`src/rtl/dsv_pkg.sv`:
```
// ----------------------------------------------------------------------------
// Date string validator package
// Shared constants, status codes and the text state record that the
// validator and its judging logic exchange.
// ----------------------------------------------------------------------------
package dsv_pkg;

    localparam int unsigned CHAR_W  = 8;
    localparam int unsigned POS_W   = 4;
    localparam int unsigned DAY_W   = 7;
    localparam int unsigned MONTH_W = 7;
    localparam int unsigned YEAR_W  = 14;
    localparam int unsigned CFG_IDX_W = 1;

    localparam logic [POS_W-1:0] DATE_LEN    = 4'd10;
    localparam logic [POS_W-1:0] SEP_POS_A   = 4'd2;
    localparam logic [POS_W-1:0] SEP_POS_B   = 4'd5;
    localparam logic [POS_W-1:0] YEAR_POS    = 4'd6;
    localparam logic [POS_W-1:0] CENT_LO_POS = 4'd7;
    localparam logic [POS_W-1:0] LOW_HI_POS  = 4'd8;

    localparam logic [CHAR_W-1:0] SEP_CHAR   = 8'h2F;
    localparam logic [CHAR_W-1:0] DIGIT_ZERO = 8'h30;
    localparam logic [CHAR_W-1:0] DIGIT_NINE = 8'h39;

    localparam logic [YEAR_W-1:0] EARLIEST_YEAR_RST = 14'd1900;
    localparam logic [YEAR_W-1:0] LATEST_YEAR_RST   = 14'd2099;

    localparam logic [CFG_IDX_W-1:0] REG_EARLIEST_YEAR = 1'b0;
    localparam logic [CFG_IDX_W-1:0] REG_LATEST_YEAR   = 1'b1;

    typedef enum logic [3:0] {
        STATUS_OK          = 4'd0,
        STATUS_BAD_FORMAT  = 4'd1,
        STATUS_DAY_CHAR    = 4'd2,
        STATUS_MONTH_CHAR  = 4'd3,
        STATUS_YEAR_CHAR   = 4'd4,
        STATUS_DAY_LIMIT   = 4'd5,
        STATUS_MONTH_RANGE = 4'd6,
        STATUS_DAY_RANGE   = 4'd7,
        STATUS_YEAR_BOUND  = 4'd8
    } t_status;

    // Text state after the current character has been folded in. The
    // century and low year digit pairs are kept modulo four for the leap rule.
    typedef struct packed {
        logic [POS_W-1:0]   pos;
        logic [DAY_W-1:0]   day;
        logic [MONTH_W-1:0] month;
        logic [YEAR_W-1:0]  year;
        logic               sep_bad;
        logic               day_bad;
        logic               month_bad;
        logic               year_bad;
        logic [1:0]         cent_m4;
        logic [1:0]         low_m4;
        logic               low_zero;
    } t_text;

endpackage

```
`src/rtl/dsv_judge.sv`:
```
// ----------------------------------------------------------------------------
// Date judge
// Turns a complete text state into a status code, applying format,
// calendar and year bound checks in priority order.
// ----------------------------------------------------------------------------
module dsv_judge
    import dsv_pkg::*;
(
    input  t_text               i_text,
    input  logic [YEAR_W-1:0]   i_earliest_year,
    input  logic [YEAR_W-1:0]   i_latest_year,
    output t_status             o_status
);

    logic leap;
    logic short_month;
    logic is_feb;

    assign leap = (i_text.low_m4 == 2'd0) && (!i_text.low_zero || (i_text.cent_m4 == 2'd0));
    assign is_feb = (i_text.month == 7'd2);
    assign short_month = (i_text.month == 7'd4) || (i_text.month == 7'd6) ||
                         (i_text.month == 7'd9) || (i_text.month == 7'd11);

    always_comb begin
        if ((i_text.pos != DATE_LEN) || i_text.sep_bad) begin
            o_status = STATUS_BAD_FORMAT;
        end else if (i_text.day_bad) begin
            o_status = STATUS_DAY_CHAR;
        end else if (i_text.month_bad) begin
            o_status = STATUS_MONTH_CHAR;
        end else if (i_text.year_bad) begin
            o_status = STATUS_YEAR_CHAR;
        end else if (is_feb && (i_text.day > 7'd29)) begin
            o_status = STATUS_DAY_LIMIT;
        end else if ((i_text.month == 7'd0) || (i_text.month > 7'd12)) begin
            o_status = STATUS_MONTH_RANGE;
        end else if ((i_text.day == 7'd0) || (i_text.day > 7'd31)) begin
            o_status = STATUS_DAY_RANGE;
        end else if (short_month && (i_text.day > 7'd30)) begin
            o_status = STATUS_DAY_LIMIT;
        end else if (!leap && is_feb && (i_text.day > 7'd28)) begin
            o_status = STATUS_DAY_LIMIT;
        end else if ((i_text.year < i_earliest_year) || (i_text.year > i_latest_year)) begin
            o_status = STATUS_YEAR_BOUND;
        end else begin
            o_status = STATUS_OK;
        end
    end

endmodule

```
`src/rtl/date_string_validator.sv`:
```
// ----------------------------------------------------------------------------
// Date string validator
// Checks a DD/MM/YYYY text that arrives one character per transaction and
// reports a status code with the parsed day, month and year on the final one.
// ----------------------------------------------------------------------------
//  Channel   Direction  Handshake                 Payload
//  input     in         i_in_valid / o_in_stall   i_char_code, i_final_char
//  output    out        o_out_valid / i_out_stall o_status, o_*_value
//  config    in         i_cfg_valid / o_cfg_ready i_cfg_index, i_cfg_data
//
// One character is accepted every cycle unless a final character is held by
// o_in_stall. A character is registered on input and then folded into the
// text state; the final character also loads the result register at that
// edge. Only final characters wait on a stalled result register. Reset
// restores the year bounds to 1900 and 2099 and clears the text state.
// ----------------------------------------------------------------------------
module date_string_validator
    import dsv_pkg::*;
(
    input  logic                 i_clk,
    input  logic                 i_rst_n,
    input  logic                 i_in_valid,
    output logic                 o_in_stall,
    input  logic [CHAR_W-1:0]    i_char_code,
    input  logic                 i_final_char,
    output logic                 o_out_valid,
    input  logic                 i_out_stall,
    output logic [3:0]           o_status,
    output logic [DAY_W-1:0]     o_day_value,
    output logic [MONTH_W-1:0]   o_month_value,
    output logic [YEAR_W-1:0]    o_year_value,
    input  logic                 i_cfg_valid,
    output logic                 o_cfg_ready,
    input  logic [CFG_IDX_W-1:0] i_cfg_index,
    input  logic [YEAR_W-1:0]    i_cfg_data
);

    logic [YEAR_W-1:0]  r_earliest_year;
    logic [YEAR_W-1:0]  r_latest_year;

    logic               r_in_valid;
    logic [CHAR_W-1:0]  r_char;
    logic               r_final;

    t_text              r_text;
    t_text              n_text;

    logic               r_out_valid;
    t_status            r_status;
    logic [DAY_W-1:0]   r_day;
    logic [MONTH_W-1:0] r_month;
    logic [YEAR_W-1:0]  r_year;

    logic               out_free;
    logic               fire;
    logic               is_digit;
    logic [3:0]         digit;
    t_status            status;

    assign out_free   = !r_out_valid || !i_out_stall;
    assign fire       = r_in_valid && (!r_final || out_free);
    assign o_in_stall = r_in_valid && !fire;
    assign o_cfg_ready = 1'b1;

    assign is_digit = (r_char >= DIGIT_ZERO) && (r_char <= DIGIT_NINE);
    assign digit    = is_digit ? r_char[3:0] : 4'd0;

    always_comb begin
        n_text = r_text;
        if (r_text.pos < DATE_LEN) begin
            if ((r_text.pos == SEP_POS_A) || (r_text.pos == SEP_POS_B)) begin
                if (r_char != SEP_CHAR) begin
                    n_text.sep_bad = 1'b1;
                end
            end else if (r_text.pos < SEP_POS_A) begin
                n_text.day_bad = r_text.day_bad || !is_digit;
                n_text.day = DAY_W'(r_text.day * 7'd10 + DAY_W'(digit));
            end else if (r_text.pos < SEP_POS_B) begin
                n_text.month_bad = r_text.month_bad || !is_digit;
                n_text.month = MONTH_W'(r_text.month * 7'd10 + MONTH_W'(digit));
            end else begin
                n_text.year_bad = r_text.year_bad || !is_digit;
                n_text.year = YEAR_W'(r_text.year * 14'd10 + YEAR_W'(digit));
                if (r_text.pos == YEAR_POS) begin
                    n_text.cent_m4 = digit[1:0];
                end else if (r_text.pos == CENT_LO_POS) begin
                    n_text.cent_m4 = 2'({r_text.cent_m4[0], 1'b0} + digit[1:0]);
                end else if (r_text.pos == LOW_HI_POS) begin
                    n_text.low_m4   = digit[1:0];
                    n_text.low_zero = (digit == 4'd0);
                end else begin
                    n_text.low_m4   = 2'({r_text.low_m4[0], 1'b0} + digit[1:0]);
                    n_text.low_zero = r_text.low_zero && (digit == 4'd0);
                end
            end
            n_text.pos = r_text.pos + 4'd1;
        end
    end

    dsv_judge u_judge (
        .i_text          (n_text),
        .i_earliest_year (r_earliest_year),
        .i_latest_year   (r_latest_year),
        .o_status        (status)
    );

    always_ff @(posedge i_clk) begin
        if (!i_rst_n) begin
            r_earliest_year <= EARLIEST_YEAR_RST;
            r_latest_year   <= LATEST_YEAR_RST;
        end else if (i_cfg_valid) begin
            if (i_cfg_index == REG_EARLIEST_YEAR) begin
                r_earliest_year <= i_cfg_data;
            end else begin
                r_latest_year <= i_cfg_data;
            end
        end
    end

    always_ff @(posedge i_clk) begin
        if (!i_rst_n) begin
            r_in_valid <= 1'b0;
        end else if (!r_in_valid || fire) begin
            r_in_valid <= i_in_valid;
        end
    end

    always_ff @(posedge i_clk) begin
        if (i_in_valid && !o_in_stall) begin
            r_char  <= i_char_code;
            r_final <= i_final_char;
        end
    end

    always_ff @(posedge i_clk) begin
        if (!i_rst_n) begin
            r_text <= '0;
        end else if (fire) begin
            if (r_final) begin
                r_text <= '0;
            end else begin
                r_text <= n_text;
            end
        end
    end

    always_ff @(posedge i_clk) begin
        if (!i_rst_n) begin
            r_out_valid <= 1'b0;
        end else if (fire && r_final) begin
            r_out_valid <= 1'b1;
        end else if (!i_out_stall) begin
            r_out_valid <= 1'b0;
        end
    end

    always_ff @(posedge i_clk) begin
        if (fire && r_final) begin
            r_status <= status;
            r_day    <= n_text.day;
            r_month  <= n_text.month;
            r_year   <= n_text.year;
        end
    end

    assign o_out_valid   = r_out_valid;
    assign o_status      = r_status;
    assign o_day_value   = r_day;
    assign o_month_value = r_month;
    assign o_year_value  = r_year;

endmodule

```
`config.mk`:
```
export PLATFORM = sky130hd
export DESIGN_NAME = date_string_validator
export DESIGN_NICKNAME = d
export VERILOG_FILES = /design/src/rtl/dsv_pkg.sv /design/src/rtl/dsv_judge.sv /design/src/rtl/date_string_validator.sv
export SDC_FILE = /design/constraint.sdc
export NUM_CORES = 1
export LEC_CHECK = 0
export BUFFER_PORTS_ARGS = -buffer_cell sky130_fd_sc_hd__buf_2
export CELL_PAD_IN_SITES_DETAIL_PLACEMENT = 0
export CELL_PAD_IN_SITES_GLOBAL_PLACEMENT = 1
export CORE_UTILIZATION = 47
export DETAILED_ROUTE_END_ITERATION = 7
export PLACE_DENSITY = 0.79
export SKIP_CTS_REPAIR_TIMING = 1
export SLEW_MARGIN = 20
export SYNTH_ARGS = -nofsm -noshare
export SYNTH_HDL_FRONTEND = slang
export SYNTH_SLANG_ARGS = --single-unit
```
`constraint.sdc`:
```
create_clock -name i_clk -period 5.1 [get_ports i_clk]
set_input_delay 1.02 -clock i_clk [delete_from_list [all_inputs] [get_ports i_clk]]
set_output_delay 1.02 -clock i_clk [all_outputs]
set_load 0.01 [all_outputs]
```
==> reports/qor.csv, run 1 <==
metric,value,unit
Tot Pwr,1.775,mW
top_reg_cell synth,dfxtp_1,
status,"complete, no violations",
Routed WL,15970,µm
Syn Inst Count,732,
FP Rows,43,
Tmin final,4.566,ns
switching power,0.4430,mW
CTS tree,built,
sequential power share,54.1,%
die area,15020,µm²
syn_nets,835,
Avg Inst Size Synth,9.334,µm²
worst vdd ir,0.0001461,V
Final Instance Count excl. Fillers,970,
reg2reg path depth,18,
CTS max path bufs,2,
worst reg2reg startpoint,r_char[1]$_DFFE_PP_,
Max transition margin,48.28,%
1st-iter DRT viols,295,
initial antenna violation count,0,
Placed Cells,954,
Placement Cell Area,7292,µm²
Layout area overhead,10.95,%
Worst Path Required,5.33,ns
Via Count,5415,
Util after Layout,53.99,%
unrepaired setup endpoints after global routing,no,
Comb power frac,6.5,%
Initial Utilization,48.66,%
top post-synthesis cells by area,"dfxtp_1, edfxtp_1, ha_1, nand2_1, nor2b_1",
dpl hpwl,11860,µm
Clock Skews,0.007387,ns
clk root buf,clkbuf_16,
Clock power frac,39.4,%
Internal Power,1.332,mW
drt via density,5.582,
Ys Warns,0,
critical path capture point type,flop,
power per standard cell area,234.2,nW/µm²
Slew Limit Fails,0,
H-tree levels,3,
core footprint,14040,µm²
CTS Buf Count,9,
Yosys reg bits,112,
Hold Path Sink,r_earliest_year[12]$_SDFFE_PN0P_,
min-delay src,r_earliest_year[12]$_SDFFE_PN0P_,
setup_tns,0,ns
first-pass GRT wire length,26110,µm
Final nets,888,
crit path DAT,4.79,ns
I/O Buffers,62,
grt ovf,0,
RR Endpoint,o_status[3]$_SDFFCE_PP0P_,
post-DR wirelength/cell,16.46,µm
final instance area,7581,µm²
DR pass1 iterations,5,
layout cells sized above 1,14.18,%
"FFs w/ async S/R, synth",0,%
ant diodes,0,
largest net degree at the start of global routing,42,
vias in the first global route,5157,
synth unique cells,71,
Static Leakage,3.239,nW
clock sink total,112,
die extent in y,122.6,µm
"area leader, netlist",dfxtp_1,
Final Setup Violations,0,
DRC,0,
synthesized area,6833,µm²
register area share after synthesis,38.82,%
Peak Freq,0.2190,GHz
switching part of the total power,24.96,%
Critical Setup Path Class,reg -> reg,
GRT Util Overall,22.46,%
flop-to-flop setup slack,0.53,ns
Die Wd,122.6,µm
Hold Path Depth,2,
"antenna viol nets, final",0,
GPL Wtd Cong,0.8910,
latest clock arrival within the worst-skew pair,0.36,ns
clock-pin transition on the worst setup and hold timing paths,0.08,ns
Slew @ Worst Pin,0.7698,ns
Synth top area share,20.80,%
Final period util,89.52,%
crit path launch type,flop,
"EDFF count, synth",41,
Max Cap Viol,0,
Fin. Hold Viols,0,
Ports,64,
Hold Path Class,reg -> reg,
Worst Path Max Fanout,7,
-- layer usage --
| metal | part of all wire (%) | global-route usage (%) | wire length, µm | up-vias |
|---|---|---|---|---|
| met5 | 0 | 0 | 0 | - |
| met4 | 1.3 | 6.326 | 200 | 0 |
| met3 | 5.2 | 2.835 | 824 | 13 |
| met2 | 44 | 34.90 | 7024 | 139 |
| met1 | 50 | 32.58 | 7915 | 2547 |
| li1 | - | - | - | 2716 |
-- kinds of logic after synthesis --
kind of cell    count (synthesis)  synth area share [%]
buf+inv                        80                 4.962
other cells                     1               0.05488
flops                         112                 38.82
xor+xnor                       29                 3.717
compound gates                179                 18.24
mux                            11                 1.776
simple gates                  246                 18.22
fa+ha+maj                      74                 14.21
-- how the worst max path moves through the flow --
stage                              startpoint  cells past startpoint                         to  slack [ns]
after CTS                 r_char[6]$_DFFE_PP_                     18  o_status[3]$_SDFFCE_PP0P_        0.53
after floorplan           r_char[1]$_DFFE_PP_                     17  o_status[3]$_SDFFCE_PP0P_        1.17
after detailed placement  r_char[6]$_DFFE_PP_                     18  o_status[3]$_SDFFCE_PP0P_        0.56
after global placement    r_char[6]$_DFFE_PP_                     16  o_status[3]$_SDFFCE_PP0P_        0.72
final                     r_char[1]$_DFFE_PP_                     18  o_status[3]$_SDFFCE_PP0P_        0.53
after global routing      r_char[6]$_DFFE_PP_                     19  o_status[3]$_SDFFCE_PP0P_        0.12
-- layout make-up --
type	count	area, µm²
Inverter	50	187.7
Timing Repair Buffer	72	385.4
Fill cell	1290	6461
Sequential cell	112	2653
Clock buffer	9	225.2
Clock inverter	7	61.31
Multi-Input combinational cell	540	3844
Tap cell	180	225.2
-- critical path: stages (launching register included) --
cell and delay [ns]:
edfxtp_1 0.42, o21ai_0 0.29, and3_1 0.33, and2_1 0.39, fa_1 0.29, a21o_1 0.12
nand2_1 0.08, nor3_1 0.25, nand3_1 0.16, nor3_1 0.34, xnor2_1 0.16, a21oi_1 0.32
ha_1 0.32, a21o_1 0.16, a21o_1 0.17, a21oi_1 0.12, o21ai_0 0.11, a21oi_1 0.19
o2111a_1 0.19
-- power by group through the flow --
stage                     registers [mW]  logic [mW]  clock network, mW
after floorplan                    0.980      0.0701                  0
after global placement             0.980       0.114                  0
after detailed placement           0.981       0.116                  0
after CTS                          0.960       0.117              0.710
after global routing               0.963       0.129              0.741
final                              0.960       0.116              0.699
-- registers in the layout, summed over array words and instances (netlist names) --
| signal | count |
|---|---|
| o_out_valid | 1 |
| r_latest_year | 14 |
| o_year_value | 14 |
| r_char | 8 |
| o_status | 4 |
| o_month_value | 7 |
| r_earliest_year | 14 |
| r_text | 41 |
| r_in_valid | 1 |
| r_final | 1 |
| o_day_value | 7 |
-- placed cells by master (no fill, tap or decap), types with 3 or more instances in the layout --
master     netlist  layout
a31oi_1          6       6
nand2b_1         4       4
nor2_1          35      34
nand3_1          9       9
xor2_1           8       8
fa_1             6       6
mux2i_1          5       5
dfxtp_1         71      71
mux2_2           5       5
a21oi_1         33      33
nand2_1        101     101
inv_6            0       3
o31ai_1          6       6
o21ai_0         28      28
buf_4            2      10
and2_1          10      10
nand4_1          7       7
nor3b_1          4       4
ha_1            68      68
edfxtp_1        41      41
xnor2_1         21      21
a22oi_1         25      25
a211oi_1         6       6
clkbuf_16        0       9
a21boi_0        19      19
nor4b_1          3       3
o211ai_1        12      12
nor3_1          14      14
o21a_1           5       5
buf_2            1      62
nor2b_1         31      31
or3_1            4       4
nand3b_1         7       7
inv_1           50      50
a21o_1          13      13
-- synthesized netlist by cell type, types with 4 or more instances --
cell type / instances
nand2_1: 101
dfxtp_1: 71
ha_1: 68
inv_1: 50
edfxtp_1: 41
nor2_1: 35
a21oi_1: 33
nor2b_1: 31
o21ai_0: 28
a22oi_1: 25
clkbuf_1: 23
xnor2_1: 21
a21boi_0: 19
nor3_1: 14
a21o_1: 13
o211ai_1: 12
and2_1: 10
nand3_1: 9
xor2_1: 8
nand3b_1: 7
nand4_1: 7
a211oi_1: 6
a31oi_1: 6
fa_1: 6
o31ai_1: 6
mux2_2: 5
mux2i_1: 5
o21a_1: 5
buf_6: 4
nand2b_1: 4
nor3b_1: 4
or3_1: 4
-- metrics by stage --
stage / worst slack [ns] / hold WS (ns)
finish: 0.5344 / 0.4706
global route: 0.1194 / 0.4881
CTS: 0.5301 / 0.4712
detailed placement: 0.5633 / 0.4601
global placement: 0.7227 / 0.4570
floorplan: 1.166 / 0.4435
Power figures use the tool's default switching activity.
==> inputs of run 2 (changes only) <==
--- a/config.mk
+++ b/config.mk
@@ -10,7 +10,8 @@
 export CELL_PAD_IN_SITES_GLOBAL_PLACEMENT = 1
 export CORE_UTILIZATION = 47
 export DETAILED_ROUTE_END_ITERATION = 7
-export PLACE_DENSITY = 0.79
+export PLACE_DENSITY_LB_ADDON = 0.1
+export SETUP_SLACK_MARGIN = 0.1
 export SKIP_CTS_REPAIR_TIMING = 1
 export SLEW_MARGIN = 20
 export SYNTH_ARGS = -nofsm -noshare
==> constraint.sdc (replaced) <==
create_clock -name i_clk -period 5.1 [get_ports i_clk]
set_input_delay 1.275 -clock i_clk [delete_from_list [all_inputs] [get_ports i_clk]]
set_output_delay 1.275 -clock i_clk [all_outputs]
set_load 0.01 [all_outputs]
==> run 2 against run 1 <==
Against the previous run:
- sequential share of layout area shrank 0.29 points
- critical path depth is the same
- final cell count grew 0.21%
- clock power grew 16%
- die area is the same
- via count is essentially flat
- register-to-register slack gained 0.09 ns
- critical path type unchanged
- critical endpoint unchanged
- largest cell class unchanged
==> reports/qor.csv, run 2 (synthesis results as in run 1) <==
metric,value,unit,change
status,"complete, no violations",,
layout cells sized above 1,14.02,%,-0.16 points
critical path capture point type,flop,,
Hold Path Class,reg -> reg,,
GPL Wtd Cong,0.8310,,-6.7%
Util after Layout,54.43,%,+0.45 points
Final period util,87.80,%,-1.7 points
I/O Buffers,62,,unchanged
crit path DAT,4.70,ns,-0.09 ns
Largest register FFs,41,,unchanged
initial antenna violation count,0,,unchanged
Die Wd,122.6,µm,unchanged
worst path cell trace,"o21ai_0, and3_1, and2_1, fa_1, a21o_1, nand2_1, nor3_1, nand3_1, nor3_1, xnor2_1, a21oi_1, ha_1, a21o_1, a21o_1, a21oi_1, o21ai_0, a21oi_1, o2111a_1",,
CTS tree,built,,
CP max-delay cell,edfxtp_1,,
setup_tns,0,ns,unchanged
1st-iter DRT viols,343,,+16%
"commonest non-fill, non-tap cell in the layout",nand2_1,,
crit path launch type,flop,,
largest net degree at the start of global routing,44,,+4.8%
vias in the first global route,5119,,-0.74%
H-tree levels,3,,unchanged
Ports,64,,unchanged
Worst Path Required,5.32,ns,about the same
Tot Pwr,1.888,mW,+6.4%
first-pass GRT wire length,26130,µm,about the same
Final Setup Violations,0,,unchanged
grt ovf,0,,unchanged
Layout area overhead,11.87,%,
Worst Path Max Fanout,7,,unchanged
Buf/Inv on CP,0,,unchanged
ant diodes,0,,unchanged
Routed WL,16140,µm,+1.1%
most flop-heavy register,r_text,,
"antenna viol nets, final",0,,unchanged
Peak Freq,0.2233,GHz,+2.0%
CTS max path bufs,2,,unchanged
dpl hpwl,12140,µm,+2.4%
post-DR wirelength/cell,16.61,µm,+0.91%
DR pass1 iterations,5,,unchanged
Critical Setup Path Class,reg -> reg,,
die area,15020,µm²,unchanged
final instance area,7644,µm²,+0.83%
Clock Skews,0.007979,ns,+0.0005923 ns
FP Rows,43,,unchanged
die extent in y,122.6,µm,unchanged
latest clock arrival within the worst-skew pair,0.35,ns,about the same
flop-to-flop setup slack,0.62,ns,+0.09 ns
Max Cap Viol,0,,unchanged
Final nets,890,,+0.23%
CP max stage delay,0.43,ns,about the same
worst vdd ir,0.0001522,V,+4.1%
Slew @ Worst Pin,0.8375,ns,+0.06765 ns
Tmin final,4.478,ns,-0.08801 ns
CTS Buf Count,9,,unchanged
Slew Limit Fails,0,,unchanged
power per standard cell area,247.1,nW/µm²,+5.5%
Static Leakage,3.268,nW,+0.92%
unrepaired setup endpoints after global routing,no,,
drt via density,5.569,,-0.24%
Max transition margin,43.74,%,-4.5 points
Fin. Hold Viols,0,,unchanged
Initial Utilization,48.66,%,unchanged
clock sink total,112,,unchanged
Crit path max-delay family,compound AO/OA/AOI/OAI gates,,
most frequent cells in the layout,"nand2_1, dfxtp_1, ha_1",,
clock-pin transition on the worst setup and hold timing paths,0.07,ns,about the same
Placement Cell Area,7307,µm²,+0.21%
clk root buf,clkbuf_16,,
DRC,0,,unchanged
GRT Util Overall,22.60,%,+0.14 points
core footprint,14040,µm²,unchanged
Via Count,5413,,-0.037%
[run 2: final cells by class]
| class | instances | area (µm²) |
|---|---|---|
| fillers | 1313 | 6399 |
| multi-input cells | 540 | 3841 |
| flip-flops and latches | 112 | 2653 |
| repair buffers | 74 | 400.4 |
| clock buffers | 10 | 229.0 |
| well taps | 180 | 225.2 |
| inverters | 50 | 187.7 |
| clock inverters | 6 | 107.6 |
[run 2: metrics by stage]
step,hold WS [ns],setup WS (ns),std cells
after global routing,0.4922,0.2155,972
after floorplan,0.4435,1.166,732
after CTS,0.4717,0.6386,972
after detailed placement,0.4621,0.6677,956
after global placement,0.4554,0.7801,956
final,0.4653,0.6224,972
[run 2: worst reg2reg max path, stage by stage, from the launching register on]
cell and delay, ns:
edfxtp_1 0.43, o21ai_0 0.27, and3_1 0.33, and2_1 0.40, fa_1 0.30, a21o_1 0.12
nand2_1 0.08, nor3_1 0.24, nand3_1 0.15, nor3_1 0.33, xnor2_1 0.15, a21oi_1 0.33
ha_1 0.32, a21o_1 0.17, a21o_1 0.17, a21oi_1 0.13, o21ai_0 0.12, a21oi_1 0.15
o2111a_1 0.17
[run 2: power by group]
group          switching (mW)  internal [mW]
logic                  0.0743         0.0419
clock network           0.332          0.480
registers              0.0129          0.947
[run 2: metal layers]
layer  global-route usage [%]  part of all wire [%]  up-vias
li1                         -                     -     2720
met5                        0                     0        -
met3                    2.695                   3.0       15
met2                    34.80                    44      111
met1                    32.87                    51     2567
met4                    7.012                   1.4        0
[run 2: final timing paths]
check,start,end,depth (start not counted)
hold / removal,r_latest_year[3]$_SDFFE_PN0P_,r_latest_year[3]$_SDFFE_PN0P_,2
setup reg to reg,r_char[1]$_DFFE_PP_,o_status[3]$_SDFFCE_PP0P_,18
hold reg to reg,r_latest_year[3]$_SDFFE_PN0P_,r_latest_year[3]$_SDFFE_PN0P_,2
setup / recovery,r_char[1]$_DFFE_PP_,o_status[3]$_SDFFCE_PP0P_,18
